===== src/rtl/core/ordered_value_list_store_unit_macros.svh =====
// Assertion macros for the list store RTL.
// Each macro expects i_clk and i_rst_n in the scope where it is used.
`ifndef ORDERED_VALUE_LIST_STORE_UNIT_MACROS_SVH
`define ORDERED_VALUE_LIST_STORE_UNIT_MACROS_SVH

// Condition holds at every clock edge outside reset.
`define OVLS_ASSERT_ALWAYS(label, cond, msg) \
    label: assert property (@(posedge i_clk) disable iff (!i_rst_n) (cond)) \
        else $error(msg);

// Consequent holds in the same cycle as the antecedent.
`define OVLS_ASSERT_IMPL(label, ante, cons, msg) \
    label: assert property (@(posedge i_clk) disable iff (!i_rst_n) (ante) |-> (cons)) \
        else $error(msg);

// Consequent holds in the cycle after the antecedent.
`define OVLS_ASSERT_NEXT(label, ante, cons, msg) \
    label: assert property (@(posedge i_clk) disable iff (!i_rst_n) (ante) |=> (cons)) \
        else $error(msg);

`endif


===== src/rtl/core/ovls_pkg.sv =====
// Package for the ordered value list store: sizes, operation and status
// codes, sequencer states and the structs passed between modules.
package ovls_pkg;

    localparam int CAPACITY = 16;
    localparam int IDX_W    = (CAPACITY > 1) ? $clog2(CAPACITY) : 1;
    localparam int CNT_W    = $clog2(CAPACITY + 1);
    localparam int DATA_W   = 32;

    typedef enum logic [2:0] {
        OP_APPEND  = 3'd0,
        OP_SEARCH  = 3'd1,
        OP_REPLACE = 3'd2,
        OP_DELETE  = 3'd3,
        OP_DUMP    = 3'd4
    } t_func;

    typedef enum logic [1:0] {
        ST_OK        = 2'd0,
        ST_NOT_FOUND = 2'd1,
        ST_EMPTY     = 2'd2,
        ST_FULL      = 2'd3
    } t_status;

    typedef enum logic [2:0] {
        S_IDLE,
        S_SCAN,
        S_SHIFT,
        S_DUMP,
        S_REPLY
    } t_state;

    // One result transaction
    typedef struct packed {
        t_status                   status;
        logic signed [DATA_W-1:0]  value;
        logic                      last;
    } t_result;

    // Entry memory access request from the sequencer
    typedef struct packed {
        logic              we;
        logic [IDX_W-1:0]  waddr;
        logic [DATA_W-1:0] wdata;
        logic              re;
        logic [IDX_W-1:0]  raddr;
    } t_ram_req;

endpackage


===== src/rtl/core/ovls_ram.sv =====
// Generic simple dual-port RAM: one write port, one read port with
// registered read data. No dependencies.
module ovls_ram #(
    parameter int WIDTH = 32,
    parameter int DEPTH = 16,
    localparam int AW = (DEPTH > 1) ? $clog2(DEPTH) : 1
) (
    input  logic             i_clk,
    input  logic             i_we,
    input  logic [AW-1:0]    i_waddr,
    input  logic [WIDTH-1:0] i_wdata,
    input  logic             i_re,
    input  logic [AW-1:0]    i_raddr,
    output logic [WIDTH-1:0] o_rdata
);

    logic [WIDTH-1:0] r_mem [DEPTH];
    logic [WIDTH-1:0] r_rdata;

    // Write port
    always_ff @(posedge i_clk) begin
        if (i_we) begin
            r_mem[i_waddr] <= i_wdata;
        end
    end

    // Read port; data holds while no read is issued
    always_ff @(posedge i_clk) begin
        if (i_re) begin
            r_rdata <= r_mem[i_raddr];
        end
    end

    assign o_rdata = r_rdata;

endmodule


===== src/rtl/core/ovls_ctrl.sv =====
// Sequencer for the list store: walks the entry memory one entry per cycle for search,
// replace, delete (with gap closing) and dump (a dump only while its results are taken). Uses ovls_pkg.
`include "ordered_value_list_store_unit_macros.svh"

module ovls_ctrl (
    input  logic                              i_clk,
    input  logic                              i_rst_n,
    input  logic                              i_valid,
    input  logic [2:0]                        i_func,
    input  logic signed [ovls_pkg::DATA_W-1:0] i_key,
    input  logic signed [ovls_pkg::DATA_W-1:0] i_new_value,
    output logic                              o_stall,
    output ovls_pkg::t_ram_req                o_ram_req,
    input  logic [ovls_pkg::DATA_W-1:0]       i_ram_rdata,
    output logic                              o_res_valid,
    output ovls_pkg::t_result                 o_result,
    input  logic                              i_res_ready
);

    import ovls_pkg::*;

    t_state                   r_state, n_state;
    logic [2:0]               r_func, n_func;
    logic [DATA_W-1:0]        r_key, n_key;
    logic [DATA_W-1:0]        r_new, n_new;
    logic [CNT_W-1:0]         r_count, n_count;
    logic [CNT_W-1:0]         r_idx, n_idx;
    t_status                  r_status, n_status;

    logic                     full;
    logic                     empty;
    logic                     hit;
    logic [CNT_W-1:0]         idx_inc;
    logic [CNT_W-1:0]         idx_inc2;
    logic                     next_in;
    logic                     shift_more;
    logic                     dump_last;

    t_ram_req                 ram_req;
    logic                     res_valid;
    t_result                  result;

    // Shared conditions
    assign full       = (r_count == CNT_W'(CAPACITY));
    assign empty      = (r_count == '0);
    assign hit        = (i_ram_rdata == r_key);
    assign idx_inc    = r_idx + CNT_W'(1);
    assign idx_inc2   = r_idx + CNT_W'(2);
    assign next_in    = (idx_inc < r_count);
    assign shift_more = (idx_inc2 < r_count);
    assign dump_last  = (idx_inc == r_count);

    // Next state
    always_comb begin
        n_state = r_state;
        case (r_state)
            S_IDLE: begin
                if (i_valid) begin
                    case (i_func)
                        OP_APPEND: n_state = S_REPLY;
                        OP_SEARCH, OP_REPLACE, OP_DELETE:
                            n_state = empty ? S_REPLY : S_SCAN;
                        OP_DUMP: n_state = empty ? S_REPLY : S_DUMP;
                        default: n_state = S_IDLE;
                    endcase
                end
            end
            S_SCAN: begin
                if (hit) begin
                    n_state = (r_func == OP_DELETE && next_in) ? S_SHIFT : S_REPLY;
                end else begin
                    n_state = next_in ? S_SCAN : S_REPLY;
                end
            end
            S_SHIFT: n_state = shift_more ? S_SHIFT : S_REPLY;
            S_DUMP: begin
                if (i_res_ready && dump_last) begin
                    n_state = S_IDLE;
                end
            end
            S_REPLY: begin
                if (i_res_ready) begin
                    n_state = S_IDLE;
                end
            end
            default: n_state = S_IDLE;
        endcase
    end

    // Datapath, memory requests and result
    always_comb begin
        n_func   = r_func;
        n_key    = r_key;
        n_new    = r_new;
        n_count  = r_count;
        n_idx    = r_idx;
        n_status = r_status;
        ram_req  = '{we: 1'b0, waddr: r_idx[IDX_W-1:0], wdata: i_ram_rdata,
                     re: 1'b0, raddr: r_idx[IDX_W-1:0]};
        res_valid = 1'b0;
        result    = '{status: r_status, value: '0, last: 1'b1};
        case (r_state)
            S_IDLE: begin
                if (i_valid) begin
                    n_func = i_func;
                    n_key  = i_key;
                    n_new  = i_new_value;
                    n_idx  = '0;
                    case (i_func)
                        OP_APPEND: begin
                            if (full) begin
                                n_status = ST_FULL;
                            end else begin
                                ram_req.we    = 1'b1;
                                ram_req.waddr = r_count[IDX_W-1:0];
                                ram_req.wdata = i_key;
                                n_count       = r_count + CNT_W'(1);
                                n_status      = ST_OK;
                            end
                        end
                        OP_SEARCH, OP_REPLACE, OP_DELETE, OP_DUMP: begin
                            if (empty) begin
                                n_status = ST_EMPTY;
                            end else begin
                                ram_req.re    = 1'b1;
                                ram_req.raddr = '0;
                            end
                        end
                        default: ;
                    endcase
                end
            end
            // read data holds entry r_idx
            S_SCAN: begin
                if (hit) begin
                    n_status = ST_OK;
                    if (r_func == OP_REPLACE) begin
                        ram_req.we    = 1'b1;
                        ram_req.wdata = r_new;
                    end else if (r_func == OP_DELETE) begin
                        if (next_in) begin
                            ram_req.re    = 1'b1;
                            ram_req.raddr = idx_inc[IDX_W-1:0];
                        end else begin
                            n_count = r_count - CNT_W'(1);
                        end
                    end
                end else if (next_in) begin
                    ram_req.re    = 1'b1;
                    ram_req.raddr = idx_inc[IDX_W-1:0];
                    n_idx         = idx_inc;
                end else begin
                    n_status = ST_NOT_FOUND;
                end
            end
            // read data holds entry r_idx+1; move it down one place
            S_SHIFT: begin
                ram_req.we = 1'b1;
                if (shift_more) begin
                    ram_req.re    = 1'b1;
                    ram_req.raddr = idx_inc2[IDX_W-1:0];
                    n_idx         = idx_inc;
                end else begin
                    n_count  = r_count - CNT_W'(1);
                    n_status = ST_OK;
                end
            end
            // one result per entry; read data holds while stalled
            S_DUMP: begin
                res_valid     = 1'b1;
                result.status = ST_OK;
                result.value  = i_ram_rdata;
                result.last   = dump_last;
                if (i_res_ready && !dump_last) begin
                    ram_req.re    = 1'b1;
                    ram_req.raddr = idx_inc[IDX_W-1:0];
                    n_idx         = idx_inc;
                end
            end
            S_REPLY: res_valid = 1'b1;
            default: ;
        endcase
    end

    // Control registers
    always_ff @(posedge i_clk) begin
        if (!i_rst_n) begin
            r_state <= S_IDLE;
            r_count <= '0;
        end else begin
            r_state <= n_state;
            r_count <= n_count;
        end
    end

    // Transaction payload and walk registers
    always_ff @(posedge i_clk) begin
        r_func   <= n_func;
        r_key    <= n_key;
        r_new    <= n_new;
        r_idx    <= n_idx;
        r_status <= n_status;
    end

    assign o_stall     = (r_state != S_IDLE);
    assign o_ram_req   = ram_req;
    assign o_res_valid = res_valid;
    assign o_result    = result;

    `OVLS_ASSERT_ALWAYS(a_count_range, r_count <= CNT_W'(CAPACITY), "count above capacity")
    `OVLS_ASSERT_IMPL(a_write_in_list, ram_req.we && r_state != S_IDLE, CNT_W'(ram_req.waddr) < r_count, "write past list end")
    `OVLS_ASSERT_IMPL(a_shift_delete, r_state == S_SHIFT, r_func == OP_DELETE, "gap closing outside delete")
    `OVLS_ASSERT_NEXT(a_result_hold, res_valid && !i_res_ready, res_valid && $stable(result.value) && $stable(result.last), "stalled result changed")

endmodule


===== src/rtl/core/ordered_value_list_store_unit.sv =====
// Ordered value list store. Holds up to CAPACITY (16) signed 32-bit values in
// insertion order in a single entry RAM with a registered read.
// One transaction is worked on at a time; o_stall is high while it runs.
// Search, replace, delete and dump walk the list, reading one RAM entry per
// cycle through the single read port; a dump waits while its result is
// stalled. Results pass through an output register, so the next
// transaction can be taken while the last result still waits.
// Unused function codes produce no result. No clearing pass after reset.
// Depends on ovls_pkg, ovls_ram and ovls_ctrl.
module ordered_value_list_store_unit (
    input  logic                               i_clk,
    input  logic                               i_rst_n,
    input  logic                               i_valid,
    output logic                               o_stall,
    input  logic [2:0]                         i_func,
    input  logic signed [ovls_pkg::DATA_W-1:0] i_key,
    input  logic signed [ovls_pkg::DATA_W-1:0] i_new_value,
    output logic                               o_valid,
    input  logic                               i_stall,
    output logic [1:0]                         o_status,
    output logic signed [ovls_pkg::DATA_W-1:0] o_value,
    output logic                               o_last
);

    import ovls_pkg::*;

    t_ram_req          ram_req;
    logic [DATA_W-1:0] ram_rdata;
    logic              res_valid;
    t_result           result;
    logic              res_ready;

    logic              r_out_valid;
    t_result           r_out;

    // Entry storage
    ovls_ram #(
        .WIDTH (DATA_W),
        .DEPTH (CAPACITY)
    ) u_ram (
        .i_clk   (i_clk),
        .i_we    (ram_req.we),
        .i_waddr (ram_req.waddr),
        .i_wdata (ram_req.wdata),
        .i_re    (ram_req.re),
        .i_raddr (ram_req.raddr),
        .o_rdata (ram_rdata)
    );

    // Operation sequencer
    ovls_ctrl u_ctrl (
        .i_clk       (i_clk),
        .i_rst_n     (i_rst_n),
        .i_valid     (i_valid),
        .i_func      (i_func),
        .i_key       (i_key),
        .i_new_value (i_new_value),
        .o_stall     (o_stall),
        .o_ram_req   (ram_req),
        .i_ram_rdata (ram_rdata),
        .o_res_valid (res_valid),
        .o_result    (result),
        .i_res_ready (res_ready)
    );

    // Output register: loads when empty or being drained
    assign res_ready = !r_out_valid || !i_stall;

    always_ff @(posedge i_clk) begin
        if (!i_rst_n) begin
            r_out_valid <= 1'b0;
        end else if (res_ready) begin
            r_out_valid <= res_valid;
        end
    end

    always_ff @(posedge i_clk) begin
        if (res_ready && res_valid) begin
            r_out <= result;
        end
    end

    assign o_valid  = r_out_valid;
    assign o_status = r_out.status;
    assign o_value  = r_out.value;
    assign o_last   = r_out.last;

endmodule


===== config.mk =====
export PLATFORM = sky130hd
export DESIGN_NAME = ordered_value_list_store_unit
export DESIGN_NICKNAME = d
export VERILOG_FILES = /design/src/rtl/core/ovls_pkg.sv /design/src/rtl/core/ovls_ram.sv /design/src/rtl/core/ovls_ctrl.sv /design/src/rtl/core/ordered_value_list_store_unit.sv
export VERILOG_INCLUDE_DIRS = /design/src /design/src/rtl/core
export SDC_FILE = /design/constraint.sdc
export NUM_CORES = 1
export LEC_CHECK = 0
export BUFFER_PORTS_ARGS = -buffer_cell sky130_fd_sc_hd__buf_2
export CORE_ASPECT_RATIO = 0.9
export CORE_MARGIN = 2
export CORE_UTILIZATION = 60
export CTS_CLUSTER_DIAMETER = 120
export DETAILED_ROUTE_END_ITERATION = 10
export PLACE_DENSITY = 0.81
export SYNTH_ARGS = -nofsm -noshare
export SYNTH_HDL_FRONTEND = slang
export SYNTH_SLANG_ARGS = --single-unit

===== constraint.sdc =====
create_clock -name i_clk -period 9.4 [get_ports i_clk]
set_input_delay 0.47 -clock i_clk [delete_from_list [all_inputs] [get_ports i_clk]]
set_output_delay 0.47 -clock i_clk [all_outputs]
set_load 0.01 [all_outputs]

# ---- Word level (Yosys, flattened, before mapping)
# Memory sizes are Yosys's and may differ from the RTL's. A register that Yosys moved wholly into a read port is not among the register bits.
# Cells that the tools add are included.
dict set report totals {
  reg_bits 118
  ram_bits 512
  in_bits 71
  output_inout_bits 37
  mem_count 1
}
dict set report op_classes {
  addsub 4
  magnitude_cmp 2
  eq_ne 30
  muxes 56
  reduce_logical 22
}
# memory words word_bits read_ports rd_ports_with_merged_regs wr line
set mem_list {}
lappend mem_list {u_ram.r_mem 16 32 1 1 1 ovls_ram.sv:17} ;# logic [WIDTH-1:0] r_mem [DEPTH];
# cell count
set op_table {}
lappend op_table {{$mux 5} 21}
lappend op_table {{$mux 37} 2}
lappend op_table {{$mux 32} 2}
lappend op_table {{$pmux 32 s2} 1}
lappend op_table {{$mux 42} 1}
lappend op_table {{$pmux 5 s4} 2}
lappend op_table {{$eq 32x32->1} 1}
lappend op_table {{$mux 3} 9}
lappend op_table {{$eq 3x2->1 const B} 6}
lappend op_table {{$ne 2x2->1 const B} 8}
lappend op_table {{$pmux 3 s5} 1}
lappend op_table {{$pmux 5 s3} 1}
lappend op_table {{$mux 2} 6}
lappend op_table {{$ne 2x1->1 const B} 6}
lappend op_table {{$reduce_and 6->1} 2}
lappend op_table {{$add 5x1->5 const B} 2}
lappend op_table {{$lt 5x5->1} 2}
lappend op_table {{$pmux 3 s3} 1}
lappend op_table {{$reduce_and 9->1} 1}
lappend op_table {{$eq 3x1->1 const B} 2}
lappend op_table {{$eq 3x3->1 const B} 2}
lappend op_table {{$logic_not 3->1} 2}
lappend op_table {{$ne 3x2->1 const B} 2}
lappend op_table {{$pmux 2 s3} 1}
lappend op_table {{other kinds (20)} 30}

# ---- Depth between registers and ports, before layout
# Gate-level depths: netlist of the first run.
dict set report depth {
  depth_word 7
  ltp_mapped 16
  mapped_depth_nobuf 13
}

# ---- Hierarchy
# Synthesis of the first run repeated with hierarchy kept, for this count alone.
dict set report hier_totals {
  hier_cells 1299
  area_unflattened_um2 26183.9
}
# mod n_inst cells_each area_per_inst_um2 seq_area_each_um2
set modules_own_cells {}
lappend modules_own_cells {ovls_ram 1 838 20155.6 16335.7}
lappend modules_own_cells {ovls_ctrl 1 421 4936.0 2382.3}
lappend modules_own_cells {ordered_value_list_store_unit 1 40 1092.3 1071.0}

# ---- Worst setup path before layout of the first run
# OpenSTA, ideal clock, no wires.
dict set report synth_path {
  path_kind {register to register}
  from {register u_ctrl.r_idx[1]}
  to {register u_ram.r_rdata[10] (netlist: u_ram.o_rdata[10]) (read register of u_ram.r_mem), data pin}
  setup_ns 0.261
  arrival_ns 3.680
  required_time_ns 9.139
  slack_ns 5.459
  path_stages_with_launch 15
  path_buffers 1
  synth_period_minus_slack_ns 3.941
  path_cell_list {edfxtp_1 > ha_1 > nand2_1 > xnor2_1 > ha_1 > and3_1 > a221oi_2 > a31oi_1 > nor3_1 > a21o_1 > nor2_1 > nand2_1 > a21oi_1 > buf_2 > a221o_1}
}
# item line
set synth_rtl {}
lappend synth_rtl {{from (decl)} ovls_ctrl.sv:27} ;# logic [CNT_W-1:0] r_idx, n_idx;
lappend synth_rtl {{from (signal assigned)} ovls_ctrl.sv:201} ;# r_idx <= n_idx;
lappend synth_rtl {{to (decl)} ovls_ram.sv:18} ;# logic [WIDTH-1:0] r_rdata;

# ---- Worst setup path after layout of the first run
dict set report layout_path {
  from {register u_ctrl.r_idx[1]}
  to {register u_ram.r_rdata[21] (netlist: u_ram.o_rdata[21]) (read register of u_ram.r_mem), data pin}
}
dict set report layout_between {
  elab_chain_len 7
  elab_cells_between_ends 17
}
# item line
set layout_rtl {}
lappend layout_rtl {{$add 5x1->5} ovls_ctrl.sv:47} ;# assign idx_inc = r_idx + CNT_W'(1);
lappend layout_rtl {{$lt 5x5->1} ovls_ctrl.sv:49} ;# assign next_in = (idx_inc < r_count);
lappend layout_rtl {{$mux 5} {ovls_ctrl.sv:141, ovls_ctrl.sv:148}}
lappend layout_rtl {{$mux 5} ovls_ctrl.sv:140} ;# end else if (r_func == OP_DELETE) begin
lappend layout_rtl {{$mux 5} ovls_ctrl.sv:137} ;# if (r_func == OP_REPLACE) begin
lappend layout_rtl {{$mux 5} ovls_ctrl.sv:135} ;# if (hit) begin
lappend layout_rtl {{$pmux 5 s4 *} ovls_ctrl.sv:102} ;# case (r_state)
# Mark *: on every way between the ends. The rest lies on a longest branch, timed or not.
# A chain may end at the register's enable or synchronous reset.

==> results of run 1 <==
-- placed cells by master, fill, tap and decap left out, types with 4 or more instances in the layout --
cell type	netlist	final
nor3_1	13	13
nor2_4	0	20
o21ai_0	10	9
nand3_1	132	132
a21o_1	5	4
nor2_1	32	12
nor4_1	8	8
a221o_1	33	33
clkbuf_1	42	13
clkinv_2	0	7
nand3_2	5	5
and3_1	38	37
clkinvlp_4	0	5
dfxtp_1	9	9
nand4_1	4	4
clkbuf_16	0	62
ha_1	15	15
xnor2_1	9	9
buf_2	44	107
inv_1	12	12
a22oi_1	34	33
edfxtp_1	653	653
and2_1	36	36
nand2_1	337	337
buf_4	5	33
mux2i_1	130	130
nor2b_1	10	10
o211ai_1	32	32
dlygate4sd3_1	0	23
clkinv_1	0	19
xor2_1	34	34
a31oi_1	39	39
a21oi_1	14	13
a32o_1	32	32
-- cells by family after synthesis --
logic type	after synthesis	share of synthesized area
DFF	662	0.7314
muxes	130	0.04810
and+or+nand+nor	637	0.1087
adders and majority gates	16	0.007677
xor gates and xnor gates	43	0.01392
buffers and inverters	119	0.02174
AOI/OAI and AO/OA	226	0.06840
-- through the flow --
stage,utilization,hold slack [ns],worst slack (ns),area [sq um],power (uW)
after detailed placement,0.6384,0.5428,4.146,28280,4105
after floorplan,-,0.5091,5.459,27050,3882
final,0.6854,0.02051,4.040,30360,6393
after CTS,0.6854,0.0002892,4.118,30360,6392
after global placement,0.6384,0.5378,4.170,28280,4087
after global routing,0.6854,0.008338,3.756,30360,6555
-- worst max-delay path, cell delays in order (launching register included) --
cell and delay (ns):
edfxtp_1 0.51, ha_1 0.31, xor2_1 0.16, ha_1 0.31
a21o_1 0.18, a21oi_1 0.21, and4_1 0.46, o32ai_1 0.15
a21oi_1 0.29, or2_4 0.90, buf_4 0.70, mux2i_1 0.29
o211ai_1 0.12, a221o_1 0.39
-- power by group --
part           switching (uW)  total, uW  leakage (uW)  internal (uW)
Combinational             451        641       0.00389            190
Sequential               41.8       3430       0.00605           3390
Clock                    1060       2320      0.000886           1260
Total                    1550       6390        0.0108           4840
-- cell type report --
type | count | area share
flip-flops and latches | 662 | 0.6517
multi-input cells | 1052 | 0.2269
clock buffers | 75 | 0.05270
repair buffers | 164 | 0.03404
well taps | 600 | 0.02472
clock inverters | 36 | 0.008283
inverters | 13 | 0.001607
-- flip-flops by register name (all words and copies together) (netlist names) --
| register | cells |
|---|---|
| o_last | 1 |
| o_status | 2 |
| o_valid | 1 |
| o_value | 32 |
| u_ctrl.r_count | 5 |
| u_ctrl.r_func | 3 |
| u_ctrl.r_idx | 5 |
| u_ctrl.r_key | 32 |
| u_ctrl.r_new | 32 |
| u_ctrl.r_state | 3 |
| u_ctrl.r_status | 2 |
| u_ram.o_rdata | 32 |
| u_ram.r_mem | 512 |
-- worst max path at each step --
stage | from | endpoint | slack [ns] | depth (start not counted)
CTS | u_ctrl.r_idx[1] | u_ram.o_rdata[21] | 4.12 | 13
detailed placement | u_ctrl.r_idx[1] | u_ram.o_rdata[0] | 4.15 | 13
finish | u_ctrl.r_idx[1] | u_ram.o_rdata[21] | 4.04 | 13
floorplan | u_ctrl.r_idx[1] | u_ram.o_rdata[10] | 5.46 | 14
global route | u_ctrl.r_idx[1] | u_ram.o_rdata[27] | 3.76 | 14
global placement | u_ctrl.r_idx[1] | u_ram.o_rdata[19] | 4.17 | 13
-- routing by layer --
layer,GRT usage,vias up,share of wire
li1,-,7231,-
met1,0.3948,8246,0.37
met2,0.4650,1211,0.47
met3,0.06056,214,0.12
met4,0.1372,0,0.044
met5,0,-,0
-- what timing repair did --
item	in CTS	in global routing
gates resized for setup	0	0
hold endpoints to repair	23	0
hold buffers	23	0
setup endpoints to repair	0	0
==> results.toml, run 1 <==
[status]
status = "finished clean"

[synthesis]
syn-num-nets = 1920
ys_seq_elements = 662
synth_edf_count = 653
ys_seq_area_frac = 0.7314
yosys_warnings = 0
mappedNetlistArea_sq_um = 27050
synth-main-ff-cell = "edfxtp_1"
synth_common_cells = "edfxtp_1, nand2_1, nand3_1"
synth_area_leader_cell = "edfxtp_1"
synth_most_common_cell = "edfxtp_1"
synth_cells = 1833
async_reset_ff_frac = 0
synth.area.top_cells = "edfxtp_1, mux2i_1, nand2_1"
avgSynthCellArea_sq_um = 14.76
synth_top_area_share = 0.7248
ys_types = 65

[finish]
drive_gt1_frac = 0.1344
fin_cells = 2602
fill_cells = 2789
multiInputGateArea_sq_um = 6890
num_antenna_cells = 0
seq_area_sq_um = 19790
syn_to_final_growth_pct = 12.23
fin_nets = 2041

[min_path]
hold_path.startpoint = "i_key[26]"
hold_depth = 1
hold_class = "in2reg"
min_to = "u_ctrl.r_key[26]"

[sta]
period_share = 0.5702
fin_skew_ns = 0.03039
hold_viol_final = 0
fin_crit_ns = 5.360
fmax_mhz = 186.6
drv_slew = 0
setup_tns_ns = 0
setup_viol = 0
rsz0062_at_grt = "false"
max-slew-margin-rel = 0.1354
worst_pin_slew_ns = 1.283

[cts]
worst_skew_pair.late_latency_ns = 0.65
cts-root-buf = "clkbuf_16"
numCtsBuffers = 61
clkTransAtPathRegs_ns = 0.06
numClockSinks = 662
cts-htree-levels = 2
max-clock-path-buffers = 3
post_cts_buffers = 0
cts_tree = "done"

[global_routing]
globalRouteTotalUtil = 0.2932
grt_pass1_wl_mm = 101.2
grt_pass1_vias = 16450
antenna_found_initial = 0
grt_max_degree = 129
overflow = 0

[critical_path]
reg2reg_to = "u_ram.o_rdata[21]"
worstPathRequired_ns = 9.79
rr_worst_depth = 13
crit_path_end_kind = "flip-flop"
r2r-start = "u_ctrl.r_idx[1]"
critPathKind = "reg2reg"
crit_arrival_ns = 5.75
r2r_slack_ns = 4.04
path_max_fanout = 76
start_kind = "flip-flop"

[pwr]
power_leakage_uw = 0.01082
irDropWorstVdd_mv = 0.1770
power_density_nw_per_um2 = 210.5

[placed_design]
routabilityCongestion = 0.8688
place_inst = 2468
hpwl_mm = 36.98
io_buffers = 107

[floorplanning]
die_area_sq_um = 46810
num_rows = 73
die_w_um = 227.8
initial_core_util = 0.6107
fp.coreArea_sq_um = 44300
die_height_um = 205.5
ios = 108

[routing]
drtPass1Iterations = 5
ant_nets = 0
wl_per_cell_um = 26.44
routed_via_density = 6.496
drc_errors = 0
num_vias = 16900
drtIter0Drc = 2588
wl_mm = 68.79

[flow_run]
drv_cap = 0
Power figures use the tool's default switching activity.
==> run 2: changes to the inputs <==
Settings changed: CORE_UTILIZATION 60 to 56, PLACE_DENSITY 0.81 to 0.79.
Clock period 9.4 ns to 4.9 ns, I/O delays scaled along.
==> run 2 against run 1 <==
Effect of this change: die area is 7.0% higher; critical path type unchanged; via count rose by 1.7%; count of clock-buffer cells in the layout grew 11; hold slack gained 0.030 ns; combinational power up 100%; wire length increased by 3.2%; critical path depth up 1; clock skew is 0.0027 ns higher; register-to-register slack worse by 3.7 ns; highest routed layer unchanged; global-route usage shrank 0.75 points; cell area increased by 4.8%; clock power rose by 120%.
==> results.toml, run 2 (synthesized netlist as in run 1, its figures left out) <==
[routing]
ant_nets = 0
drtIter0Drc = 2850
drc_errors = 0
routed_via_density = 6.322
num_vias = 17180
wl_per_cell_um = 26.11
drtPass1Iterations = 6
wl_mm = 70.97

[floorplanning]
ios = 108
die_area_sq_um = 50090
fp.coreArea_sq_um = 47830
initial_core_util = 0.5656
die_height_um = 212.5
die_w_um = 235.7
num_rows = 76

[critical_path]
path_cells = "ha_1, nand2_1, xnor2_1, ha_1, a21o_1, a21oi_1, nand2_1, a2111oi_2, a22o_4, buf_12, mux2i_1, mux2i_1, a32o_1, a221o_1"
start_kind = "flip-flop"
slowest_stage = "a22o_4"
critPathKind = "reg2reg"
worstPathRequired_ns = 5.23
path_max_fanout = 39
slowest_delay_ns = 0.58
crit_path_end_kind = "flip-flop"
crit_arrival_ns = 4.93
critPathTopFamily = "compound AO/OA/AOI/OAI gates"
crit_buf_inv = 1

[sta]
fmax_mhz = 217.8
period_share = 0.9372
fin_crit_ns = 4.592
max-slew-margin-rel = 0.3129
setup_tns_ns = 0
hold_viol_final = 0
rsz0062_at_grt = "false"
setup_viol = 0
worst_pin_slew_ns = 1.026
fin_skew_ns = 0.03311
fin_ws_ns = 0.3078
drv_slew = 0

[pwr]
p_switching_uw = 3090
power.internal_uw = 9910
irDropWorstVdd_mv = 0.2434
p_total_uw = 13000
clockPowerShare = 0.392
power_leakage_uw = 0.01148
power_density_nw_per_um2 = 408.6
combPwrFrac = 0.101
pwr-share-seq = 0.507
swShare = 0.2377

[global_routing]
globalRouteTotalUtil = 0.2856
grt.met1_usage = 0.3895
top_usage_layer = "met2"
grt_pass1_vias = 16960
antenna_found_initial = 0
overflow = 0
grt_pass1_wl_mm = 105.5
use_met3 = 0.05830
grt_max_degree = 85
use_met2 = 0.4557

[cts]
numCtsBuffers = 66
numClockSinks = 662
ctsResizeCount = 0
worst_skew_pair.late_latency_ns = 0.61
clkTransAtPathRegs_ns = 0.06
cts_tree = "done"
max-clock-path-buffers = 3
cts-htree-levels = 3
cts-root-buf = "clkbuf_16"

[status]
status = "finished clean"

[finish]
layout_common_cells = "edfxtp_1, nand2_1, nand3_1"
final_area_sq_um = 31820
fill_cells = 3082
largest-register = "u_ram.r_mem"
largest_register_ffs = 512
layout_commonest_cell = "edfxtp_1"
syn_to_final_growth_pct = 17.60
num_antenna_cells = 0
drive_gt1_frac = 0.1528
fin_nets = 2129

[placed_design]
routabilityCongestion = 0.8634
hpwl_mm = 39.35
placed_area_sq_um = 28970
io_buffers = 107
pre_cts_ws_ns = 0.3987

[min_path]
hold_class = "in2reg"

[flow_run]
drv_cap = 0
-- run 2: final timing paths --
| kind | startpoint | slack, ns | to | depth (start not counted) |
|---|---|---|---|---|
| max | u_ctrl.r_idx[1] | 0.31 | u_ram.o_rdata[5] | 14 |
| min | i_stall | 0.05 | o_valid | 3 |
| max reg2reg | u_ctrl.r_idx[1] | 0.31 | u_ram.o_rdata[5] | 14 |
| min reg2reg | u_ctrl.r_status[1] | 0.53 | o_status[1] | 1 |
-- run 2: routing by layer --
metal	routed length, um	part of all wire	vias to the layer above
li1	-	-	7429
met1	27080	0.38	8454
met5	0	0	-
met4	2857	0.040	0
met3	7776	0.11	191
met2	33260	0.47	1108
-- run 2: area by class of cell --
| cell class | count | area [sq um] | area share |
|---|---|---|---|
| clock buffers | 86 | 1790 | 0.05627 |
| multi-input cells | 1052 | 6890 | 0.2166 |
| repair buffers | 247 | 2145 | 0.06740 |
| inverters | 13 | 48.80 | 0.001534 |
| clock inverters | 34 | 372.9 | 0.01172 |
| well taps | 624 | 780.7 | 0.02454 |
| flip-flops and latches | 662 | 19790 | 0.6220 |
-- run 2: worst min-delay path: cells and delay by family --
family          cells  cell delay (ns)
simple gates        1             0.14
compound gates      1             0.10
buf+inv             1             0.11
-- run 2: through the flow --
stage | instances | utilization | hold slack (ns)
global route | 2718 | 0.6652 | 0.05943
detailed placement | 2530 | 0.6057 | 0.4231
global placement | 2530 | 0.6057 | 0.4217
CTS | 2718 | 0.6652 | 0.03294
finish | 2718 | 0.6652 | 0.05088
floorplan | 1833 | - | 0.3439
-- run 2: repair_timing --
item	CTS	global route
setup buffers	0	0
hold buffers	68	0
hold endpoints to repair	76	0
-- run 2: power groups by stage --
stage | sequential (uW) | clock (uW) | combinational [uW]
after floorplan | 6670 | 0 | 774
after global placement | 6700 | 0 | 1190
after detailed placement | 6710 | 0 | 1240
after CTS | 6590 | 5120 | 1290
after global routing | 6600 | 5350 | 1400
final | 6590 | 5090 | 1310
